[config.mk]
export PLATFORM = sky130hd
export DESIGN_NAME = card_access_list_matcher_unit
export DESIGN_NICKNAME = d
export VERILOG_FILES = /design/src/hw/rtl/calm_pkg.sv /design/src/hw/rtl/calm_cell.sv /design/src/hw/rtl/calm_chain.sv /design/src/hw/rtl/card_access_list_matcher_unit.sv
export SDC_FILE = /design/constraint.sdc
export NUM_CORES = 2
export LEC_CHECK = 0
export BUFFER_PORTS_ARGS = -buffer_cell sky130_fd_sc_hd__buf_4
export CAP_MARGIN = 20
export CORE_UTILIZATION = 56
export DETAILED_ROUTE_END_ITERATION = 16
export PLACE_DENSITY_LB_ADDON = 0.08
export SLEW_MARGIN = 20
export SYNTH_ARGS = -nofsm -noshare
export SYNTH_HDL_FRONTEND = slang
export SYNTH_SLANG_ARGS = --single-unit
[constraint.sdc]
create_clock -name i_clk -period 50.4 [get_ports i_clk]
set_input_delay 2.52 -clock i_clk [delete_from_list [all_inputs] [get_ports i_clk]]
set_output_delay 2.52 -clock i_clk [all_outputs]
set_load 0.02 [all_outputs]
[src/hw/rtl/calm_pkg.sv]
// shared types and constants of the card access list matcher
// no dependencies; imported by calm_cell, calm_chain and the top level
`default_nettype none

package calm_pkg;

    localparam int MAX_ENTRIES = 64;
    localparam int CNT_W       = $clog2(MAX_ENTRIES + 1);
    localparam int UID_W       = 32;
    localparam int TIME_W      = 32;
    localparam int HOLD_W      = 16;
    localparam int VERDICT_W   = 3;
    localparam int USED_W      = 7;
    localparam int APB_AW      = 4;
    localparam int APB_DW      = 32;

    localparam logic [UID_W-1:0]  MASTER_UID_RST = 32'hD3EC2B28;
    localparam logic [UID_W-1:0]  CLEAR_UID_RST  = 32'hB2C82C1B;
    localparam logic [HOLD_W-1:0] HOLDOFF_RST    = 16'd3000;

    // register index, taken from paddr[3:2]
    typedef enum logic [1:0] {
        REG_MASTER_UID = 2'd0,
        REG_CLEAR_UID  = 2'd1,
        REG_HOLDOFF    = 2'd2
    } t_reg_idx;

    typedef enum logic [VERDICT_W-1:0] {
        V_IGNORED   = 3'd0,
        V_GRANTED   = 3'd1,
        V_DENIED    = 3'd2,
        V_ARMED     = 3'd3,
        V_ENROLLED  = 3'd4,
        V_DUPLICATE = 3'd5,
        V_FULL      = 3'd6,
        V_CLEARED   = 3'd7
    } t_verdict;

    // search token that walks down the row of cells
    typedef struct packed {
        logic             valid;
        logic             hit;
        logic [CNT_W-1:0] left;
        logic [UID_W-1:0] uid;
    } t_probe;

endpackage

`default_nettype wire

[src/hw/rtl/calm_cell.sv]
// one table cell: holds one stored uid, compares a passing probe, shifts on insert
// depends on calm_pkg
`default_nettype none

module calm_cell
    import calm_pkg::*;
(
    input  wire logic             i_clk,
    input  wire logic             i_rst_n,
    input  wire t_probe           i_probe,
    output t_probe                o_probe,
    input  wire logic             i_shift_en,
    input  wire logic [UID_W-1:0] i_shift_uid,
    output logic      [UID_W-1:0] o_uid
);

    logic             r_valid;
    logic             r_hit;
    logic [CNT_W-1:0] r_left;
    logic [UID_W-1:0] r_probe_uid;
    logic [UID_W-1:0] r_uid;
    logic             w_live;
    logic             w_match;

    // cells past the fill level are not compared
    assign w_live  = i_probe.left != '0;
    assign w_match = w_live && (r_uid == i_probe.uid);

    always_ff @(posedge i_clk) begin
        if (!i_rst_n) begin
            r_valid <= 1'b0;
        end else begin
            r_valid <= i_probe.valid;
        end
    end

    always_ff @(posedge i_clk) begin
        r_hit       <= i_probe.hit | w_match;
        r_left      <= w_live ? i_probe.left - CNT_W'(1) : i_probe.left;
        r_probe_uid <= i_probe.uid;
        if (i_shift_en) begin
            r_uid <= i_shift_uid;
        end
    end

    assign o_probe.valid = r_valid;
    assign o_probe.hit   = r_hit;
    assign o_probe.left  = r_left;
    assign o_probe.uid   = r_probe_uid;
    assign o_uid         = r_uid;

endmodule

`default_nettype wire

[src/hw/rtl/calm_chain.sv]
// row of MAX_ENTRIES cells; newest entry in cell 0, insert shifts the row by one
// depends on calm_pkg and calm_cell
`default_nettype none

module calm_chain
    import calm_pkg::*;
(
    input  wire logic             i_clk,
    input  wire logic             i_rst_n,
    input  wire t_probe           i_probe,
    output t_probe                o_probe,
    input  wire logic             i_shift_en,
    input  wire logic [UID_W-1:0] i_shift_uid
);

    t_probe           w_probe [MAX_ENTRIES+1];
    logic [UID_W-1:0] w_uid   [MAX_ENTRIES];

    assign w_probe[0] = i_probe;

    for (genvar k = 0; k < MAX_ENTRIES; k++) begin : g_cell
        logic [UID_W-1:0] w_shift_in;
        if (k == 0) begin : g_head
            assign w_shift_in = i_shift_uid;
        end else begin : g_body
            assign w_shift_in = w_uid[k-1];
        end
        calm_cell u_cell (
            .i_clk       (i_clk),
            .i_rst_n     (i_rst_n),
            .i_probe     (w_probe[k]),
            .o_probe     (w_probe[k+1]),
            .i_shift_en  (i_shift_en),
            .i_shift_uid (w_shift_in),
            .o_uid       (w_uid[k])
        );
    end

    assign o_probe = w_probe[MAX_ENTRIES];

endmodule

`default_nettype wire

[src/hw/rtl/card_access_list_matcher_unit.sv]
// card access list matcher: hold-off filter, master/clear cards, enrollment
// ignored, master, clear and full reads go straight to the done state; grant, deny, enroll and
// duplicate wait in the scan state until the probe has walked the row; done registers the result
// one read in flight at a time: a new read is accepted only while idle
// reset: synchronous active low; clears count, add mode, last time and loads register
// defaults; the uid cells are not cleared, the fill count masks them
`default_nettype none

module card_access_list_matcher_unit
    import calm_pkg::*;
(
    input  wire logic                 i_clk,
    input  wire logic                 i_rst_n,
    // input beat
    input  wire logic                 i_valid,
    output logic                      o_ready,
    input  wire logic [UID_W-1:0]     i_card_uid,
    input  wire logic [TIME_W-1:0]    i_time_ms,
    // result beat
    output logic                      o_valid,
    input  wire logic                 i_ready,
    output logic [VERDICT_W-1:0]      o_verdict,
    output logic [USED_W-1:0]         o_entries_used,
    // configuration
    input  wire logic                 psel,
    input  wire logic                 penable,
    input  wire logic                 pwrite,
    input  wire logic [APB_AW-1:0]    paddr,
    input  wire logic [APB_DW-1:0]    pwdata,
    output logic      [APB_DW-1:0]    prdata,
    output logic                      pready
);

    typedef enum logic [2:0] {
        S_IDLE = 3'b001,
        S_SCAN = 3'b010,
        S_DONE = 3'b100
    } t_state;

    t_state             r_state, n_state;
    logic [CNT_W-1:0]   r_count, n_count;
    logic               r_armed, n_armed;
    logic [TIME_W-1:0]  r_last, n_last;
    logic               r_enroll, n_enroll;
    logic [UID_W-1:0]   r_uid, n_uid;
    t_verdict           r_pend, n_pend;
    logic               r_out_valid, n_out_valid;
    t_verdict           r_out_verdict, n_out_verdict;
    logic [USED_W-1:0]  r_out_used, n_out_used;
    logic [UID_W-1:0]   r_master;
    logic [UID_W-1:0]   r_clear;
    logic [HOLD_W-1:0]  r_holdoff;

    logic               w_accept;
    logic [TIME_W-1:0]  w_diff;
    logic               w_full;
    logic               w_launch;
    logic               w_shift;
    logic               w_cfg_wr;
    t_reg_idx           w_idx;
    t_probe             w_probe_in;
    t_probe             w_probe_out;

    // configuration port
    assign pready   = 1'b1;
    assign w_cfg_wr = psel && penable && pwrite && pready;
    assign w_idx    = t_reg_idx'(paddr[3:2]);

    always_ff @(posedge i_clk) begin
        if (!i_rst_n) begin
            r_master  <= MASTER_UID_RST;
            r_clear   <= CLEAR_UID_RST;
            r_holdoff <= HOLDOFF_RST;
        end else if (w_cfg_wr) begin
            unique case (w_idx)
                REG_MASTER_UID: r_master  <= pwdata;
                REG_CLEAR_UID:  r_clear   <= pwdata;
                REG_HOLDOFF:    r_holdoff <= pwdata[HOLD_W-1:0];
                default: ;
            endcase
        end
    end

    always_comb begin
        unique case (w_idx)
            REG_MASTER_UID: prdata = r_master;
            REG_CLEAR_UID:  prdata = r_clear;
            REG_HOLDOFF:    prdata = APB_DW'(r_holdoff);
            default:        prdata = '0;
        endcase
    end

    // datapath
    assign o_ready  = r_state == S_IDLE;
    assign w_accept = i_valid && o_ready;
    assign w_diff   = i_time_ms - r_last;
    assign w_full   = r_count == CNT_W'(MAX_ENTRIES);

    assign w_probe_in.valid = w_launch;
    assign w_probe_in.hit   = 1'b0;
    assign w_probe_in.left  = r_count;
    assign w_probe_in.uid   = i_card_uid;

    calm_chain u_chain (
        .i_clk       (i_clk),
        .i_rst_n     (i_rst_n),
        .i_probe     (w_probe_in),
        .o_probe     (w_probe_out),
        .i_shift_en  (w_shift),
        .i_shift_uid (r_uid)
    );

    always_comb begin
        n_state       = r_state;
        n_count       = r_count;
        n_armed       = r_armed;
        n_last        = r_last;
        n_enroll      = r_enroll;
        n_uid         = r_uid;
        n_pend        = r_pend;
        n_out_valid   = r_out_valid;
        n_out_verdict = r_out_verdict;
        n_out_used    = r_out_used;
        w_launch      = 1'b0;
        w_shift       = 1'b0;

        if (o_valid && i_ready) begin
            n_out_valid = 1'b0;
        end

        unique case (r_state)
            S_IDLE: begin
                if (w_accept) begin
                    n_uid   = i_card_uid;
                    n_state = S_DONE;
                    if (w_diff < TIME_W'(r_holdoff)) begin
                        n_pend = V_IGNORED;
                    end else begin
                        n_last = i_time_ms;
                        // master wins when both ids are equal
                        if (i_card_uid == r_master) begin
                            n_armed = 1'b1;
                            n_pend  = V_ARMED;
                        end else if (i_card_uid == r_clear) begin
                            n_count = '0;
                            n_armed = 1'b0;
                            n_pend  = V_CLEARED;
                        end else if (r_armed) begin
                            n_armed = 1'b0;
                            if (w_full) begin
                                n_pend = V_FULL;
                            end else begin
                                w_launch = 1'b1;
                                n_enroll = 1'b1;
                                n_state  = S_SCAN;
                            end
                        end else begin
                            w_launch = 1'b1;
                            n_enroll = 1'b0;
                            n_state  = S_SCAN;
                        end
                    end
                end
            end
            S_SCAN: begin
                if (w_probe_out.valid) begin
                    n_state = S_DONE;
                    if (r_enroll) begin
                        if (w_probe_out.hit) begin
                            n_pend = V_DUPLICATE;
                        end else begin
                            w_shift = 1'b1;
                            n_count = r_count + CNT_W'(1);
                            n_pend  = V_ENROLLED;
                        end
                    end else begin
                        n_pend = w_probe_out.hit ? V_GRANTED : V_DENIED;
                    end
                end
            end
            S_DONE: begin
                if (!r_out_valid || i_ready) begin
                    n_out_valid   = 1'b1;
                    n_out_verdict = r_pend;
                    n_out_used    = USED_W'(r_count);
                    n_state       = S_IDLE;
                end
            end
            default: n_state = S_IDLE;
        endcase
    end

    always_ff @(posedge i_clk) begin
        if (!i_rst_n) begin
            r_state     <= S_IDLE;
            r_count     <= '0;
            r_armed     <= 1'b0;
            r_last      <= '0;
            r_out_valid <= 1'b0;
        end else begin
            r_state     <= n_state;
            r_count     <= n_count;
            r_armed     <= n_armed;
            r_last      <= n_last;
            r_out_valid <= n_out_valid;
        end
    end

    always_ff @(posedge i_clk) begin
        r_enroll      <= n_enroll;
        r_uid         <= n_uid;
        r_pend        <= n_pend;
        r_out_verdict <= n_out_verdict;
        r_out_used    <= n_out_used;
    end

    assign o_valid        = r_out_valid;
    assign o_verdict      = r_out_verdict;
    assign o_entries_used = r_out_used;

    // a probe leaves the row only while a scan is waiting for it
    a_probe_in_scan: assert property (@(posedge i_clk) disable iff (!i_rst_n)
        w_probe_out.valid |-> r_state == S_SCAN)
        else $error("probe left the cell row outside a scan");

    a_count_bound: assert property (@(posedge i_clk) disable iff (!i_rst_n)
        r_count <= CNT_W'(MAX_ENTRIES))
        else $error("entry count above table size");

    a_shift_not_full: assert property (@(posedge i_clk) disable iff (!i_rst_n)
        w_shift |-> !w_full && r_enroll)
        else $error("insert into a full table or outside enrollment");

    // an enrollment scan either adds one entry or leaves the count alone; this checks the insert
    a_count_step: assert property (@(posedge i_clk) disable iff (!i_rst_n)
        w_shift |=> r_count == $past(r_count) + CNT_W'(1))
        else $error("insert did not bump the entry count");

endmodule

`default_nettype wire
* Word-level counts from Yosys, hierarchy flattened
Index checks and enable logic that the tools add are counted.
Storage, ports and cells: input bits 107, logic and storage cells 799, register bits after elaboration 4803, output and inout port bits 45
Cells by class: magnitude comparators 1, reductions and logical operators 147, eq/ne operators 83, bitwise operators 69, add/subtract/negate cells 65, muxes and demuxes 103
Operator list (count):
- $eq A32 B32 Y1 | 66
- $mux W7 | 70
- $reduce_bool A7 Y1 | 64
- $sub A7 B1 Y7 const B | 63
- $pmux W32 S3 | 1
- $logic_and A1 B1 Y1 | 68
- $or A1 B1 Y1 | 63
- $mux W3 | 16
- $lt A32 B16 Y1 | 1
- $sub A32 B32 Y32 | 1
- $pmux W7 S2 | 1
- $mux W1 | 12
- $ne A2 B2 Y1 const B | 6
- $ne A5 B1 Y1 const B | 2
- $reduce_and A2 Y1 | 5
- $pmux W3 S3 | 1
- $reduce_and A8 Y1 | 1
- $add A7 B1 Y7 const B | 1
- $eq A7 B7 Y1 const B | 1
- $ne A2 B1 Y1 const B | 3
- $not A1 Y1 | 6
- $pmux W3 S2 | 1
- $reduce_and A3 Y1 | 2
- $reduce_and A6 Y1 | 1
- 12 further kinds | 12

* Logic depth before layout (Yosys ltp)
depth after elaboration 8, gate-level depth with buffers 22, depth with buffers taken out 20

* Hierarchy
From an unflattened synthesis, not the netlist that was laid out.
Unflattened totals: cells, all modules 10470, area, all modules 159326.6 um^2
Modules (own cells, without submodules):
- calm_cell | sequential area each 1781.7 um^2, instances 64, cells an instance 145, area an instance 2329.7 um^2
- card_access_list_matcher_unit | sequential area each 3863.7 um^2, instances 1, cells an instance 1190, area an instance 10223.6 um^2

* Worst setup path after synthesis
No wires, ideal clock.
path kind register to register, from register r_state[2], to register u_chain.g_cell[0].u_cell.r_uid[0] (enable), clock period less this slack 48741 ps, path slack 1659 ps, arrival time 46076 ps, path buffers 1, library setup time 2664 ps, required time 47736 ps, stages on the path, launching flop included 5, path through dfxtp_1 -> nor2_1 -> and2_1 -> clkbuf_1 -> and4_1
On the way: cells in the longest elaborated chain, start to end 2
Ends and longest elaborated chain:
- start, declared | RTL line card_access_list_matcher_unit.sv:40 | t_state r_state, n_state;
- start signal, assigned | RTL line card_access_list_matcher_unit.sv:201 | r_state <= n_state;
- $eq A3 B2 Y1 | RTL line card_access_list_matcher_unit.sv:131 | unique case (r_state)
- $mux W1 | RTL line card_access_list_matcher_unit.sv:131
- via u_chain.g_cell[0].u_cell.i_shift_en | RTL line calm_cell.sv:12 | input wire logic i_shift_en,
- end signal, assigned | RTL line calm_cell.sv:42 | r_uid <= i_shift_uid;
- end, declared | RTL line calm_cell.sv:21 | logic [UID_W-1:0] r_uid;
The timed path passes the listed nets, and every way through them passes these cells. A chain may end at the register's enable or synchronous reset.

* Final worst setup path
from register r_state[2], to register u_chain.g_cell[40].u_cell.r_uid[4] (enable)
On the way: cells in the longest elaborated chain, start to end 2
Ends and longest elaborated chain (RTL line):
- $eq A3 B2 Y1 | card_access_list_matcher_unit.sv:131
- $mux W1 | card_access_list_matcher_unit.sv:131
- via u_chain.g_cell[0].u_cell.i_shift_en | calm_cell.sv:12
- end signal, assigned | calm_cell.sv:42
- end, declared | calm_cell.sv:21
The timed path passes the listed nets, and every way through them passes these cells.

==> impl_metrics.toml <==
[run_status]
status = "complete, no violations"

[clock_network]
cts_sinks = 4803
cts-resized-gates = 0
clock_latency_ns = 0.97
cts_tree = "built"
htreeDepth = 5
cts_buffers = 461
path_clk_slew_ns = 0.06
cts_hold_buf = 0
cts_setup_buffers = 0
cts_root_buf = "clkbuf_16"
max-clock-path-buffers = 4

[power]
power.share.combinational = 0.036
switchingPower_w = 0.001722
p_leak_nw = 62.65
seqPwrFrac = 0.526
p_int_w = 0.006390
vdd.ir_drop.worst_mv = 0.03610
power_w = 0.008111
pwr-share-clk = 0.439
power_density_nw_per_um2 = 46.13
netSwitchingFraction = 0.2122

[detailed_routing]
wirelength_microns = 337600
drt-pass1-iter-count = 5
vias_per_cell = 5.219
drt_iter0_drc = 5051
ant_nets = 0
post-route-drc-count = 0
wire_per_inst_microns = 23.13
vias = 76180

[synthesis]
syn_avg_cell_area_sq_um = 15.39
syn-num-nets = 10240
syn_inst = 10020
synth-edff-count = 2094
synth-async-reset-ratio = 0
ys_types = 79
synth-seq-area-share = 0.7595
ys_ff_latch = 4803
yosysWarnings = 0
netlist_area_sq_um = 154200
synth_flop_cell = "dfxtp_1"

[timing]
tightest_slew_ns = 1.106
min_period_ns = 7.160
fin_setup_tns_ns = 0
min_period_over_period = 0.1421
clock.fmax_mhz = 139.7
slew_violations = 0
slew_headroom = 0.2625
setup_viol = 0
final-hold-violation-count = 0
fin_skew_ns = 0.06906
rsz0062_at_grt = "no"

[die]
die_h_microns = 526.7
die_w_microns = 526.7
die_area_sq_um = 277400
io_pins = 152
start_util = 0.5635
coreArea_sq_um = 273600
row_count = 192

[global_route]
grt_max_degree = 93
grt_pass1_vias = 78490
grt-ovfl-total = 0
grt_pass1_wl_microns = 498400
antenna_found_initial = 13
grt_use_total = 0.2416

[cells_and_area]
fin_util = 0.6426
areaGrowthSynthToFinish_pct = 14.04
drive_above_1_share = 0.09297
nets = 10810
nFillCells = 19610

[worst_setup_path]
cp_cell_sequence = "nor2_1 > and2_1 > and4_4 > buf_4 > buf_4 > buf_4 > buf_4 > buf_4 > buf_4"
criticalPathCategory = "reg -> reg"
max_stage_delay_ns = 0.90
critPathSlowestCell = "buf_4"
cp.required_ns = 50.95
critPathMaxFanout = 77
path_common_cell = "buf_4"
crit_arrival_ns = 7.71
endpoint_kind = "flop"
start_kind = "flop"

[placed_design]
gp_congestion = 0.8620
dp_hpwl_microns = 245600
port_buffers = 148

[worst_hold_path]
hold_path_class = "reg -> reg"

[job]
max_cap_viol_count = 0
==> power groups by stage <==
stage	registers, W	clock network, W	logic [W]
3_5_place_dp	0.00435	0	0.000291
4_1_cts	0.00426	0.00362	0.000294
6_report	0.00426	0.00356	0.000289
2_1_floorplan	0.00430	0	0.000212
5_1_grt	0.00427	0.00378	0.000324
3_3_place_gp	0.00434	0	0.000286
==> routing by layer <==
layer	part of all wire	routed length, microns	vias to the layer above	global-route usage
li1	-	-	36130	-
met1	0.42	141900	37950	0.3072
met2	0.51	172800	1592	0.4298
met3	0.041	13970	501	0.03279
met4	0.026	8919	2	0.06863
met5	0.000033	11	-	0
==> cells in the mapped netlist, types with 12 or more instances <==
cell type | n | area, sq um
or3_1 | 71 | 444.2
o211ai_1 | 12 | 90.09
or2_2 | 25 | 156.4
o21ai_0 | 102 | 510.5
a21oi_1 | 141 | 705.7
clkbuf_1 | 55 | 206.5
and2_1 | 130 | 813.3
o21a_1 | 13 | 97.59
nor4_1 | 447 | 2796
inv_1 | 183 | 686.9
nor3b_1 | 52 | 390.4
buf_2 | 16 | 80.08
edfxtp_1 | 2094 | 62880
dfxtp_1 | 2709 | 54230
nand2_1 | 311 | 1167
xnor2_1 | 750 | 6569
a41o_1 | 27 | 270.3
nand3_1 | 71 | 355.3
nor2_1 | 457 | 1715
nor3_1 | 119 | 595.6
xor2_1 | 1695 | 14850
nand4_1 | 212 | 1326
mux2i_1 | 42 | 420.4
a31o_2 | 37 | 324.1
ha_1 | 110 | 1376
==> critical path: cells and delay by family (launching register included) <==
family	cells	cell delay (ns)
buffers and inverters	6	4.86
and+or+nand+nor	3	1.19
DFF	1	0.34
==> cell usage in the layout (no fill, tap or decap), types with 104 or more instances in the layout <==
cell type / n
nand4_1: 212
edfxtp_1: 2094
xor2_1: 1695
clkbuf_16: 473
xnor2_1: 750
dfxtp_1: 2709
ha_1: 110
clkinv_2: 104
buf_4: 189
nand2_1: 311
inv_1: 183
and2_1: 130
a21oi_1: 141
nor2_1: 457
nor3_1: 118
nor4_1: 446
==> final timing paths <==
| path | startpoint | to | slack, ns | cells past startpoint |
|---|---|---|---|---|
| setup / recovery | r_state[2] | u_chain.g_cell[40].u_cell.o_uid[4] | 43.24 | 9 |
| hold / removal | u_chain.g_cell[61].u_cell.r_probe_uid[14] | u_chain.g_cell[62].u_cell.r_probe_uid[14] | 0.31 | 0 |
| setup reg to reg | r_state[2] | u_chain.g_cell[40].u_cell.o_uid[4] | 43.24 | 9 |
| hold reg to reg | u_chain.g_cell[61].u_cell.r_probe_uid[14] | u_chain.g_cell[62].u_cell.r_probe_uid[14] | 0.31 | 0 |
==> kinds of logic (layout without fill, tap and decap cells) <==
logic type      Yosys count  after routing  share of synthesized area
flops                  4803           4803                     0.7595
buf+inv                 265           1251                   0.006897
fa+ha+maj               111            111                   0.009056
compound gates          404            404                    0.01677
simple gates           1944           1944                    0.06596
xor+xnor               2445           2445                     0.1389
mux                      44             44                   0.002873
other cells               1              5                 0.00002432
==> flip-flops by register name (all words and copies together), names as in the netlist, 7 cells and up <==
signal	count
o_entries_used	7
r_clear	32
r_count	7
r_holdoff	16
r_last	32
r_master	32
r_uid	32
u_chain.g_cell.u_cell.o_uid	2048
u_chain.g_cell.u_cell.r_hit	64
u_chain.g_cell.u_cell.r_left	441
u_chain.g_cell.u_cell.r_probe_uid	2016
u_chain.g_cell.u_cell.r_valid	64
==> final cells by class <==
cell class / instances / area (sq um) / share of cell area
sequential: 4803 / 117100 / 0.6660
timing repair buffer: 189 / 1419 / 0.008069
antenna: 4 / 10.01 / 0.00005693
tap: 3589 / 4491 / 0.02554
clock inverter: 235 / 2930 / 0.01666
clock buffer: 642 / 13130 / 0.07468
multi-input combinational: 4949 / 36050 / 0.2050
inverter: 185 / 695.7 / 0.003956
==> stage by stage <==
stage	worst slack (ns)	instances	hold slack (ns)	instance area (sq um)
4_1_cts	43.22	14590	0.3112	175800
6_report	43.24	14600	0.3127	175800
2_1_floorplan	1.659	10020	0.3489	154200
3_3_place_gp	42.49	13720	0.3495	159700
5_1_grt	42.80	14590	0.3175	175800
3_5_place_dp	42.47	13720	0.3530	159800
No activity file was read; power rests on OpenSTA's default activity.
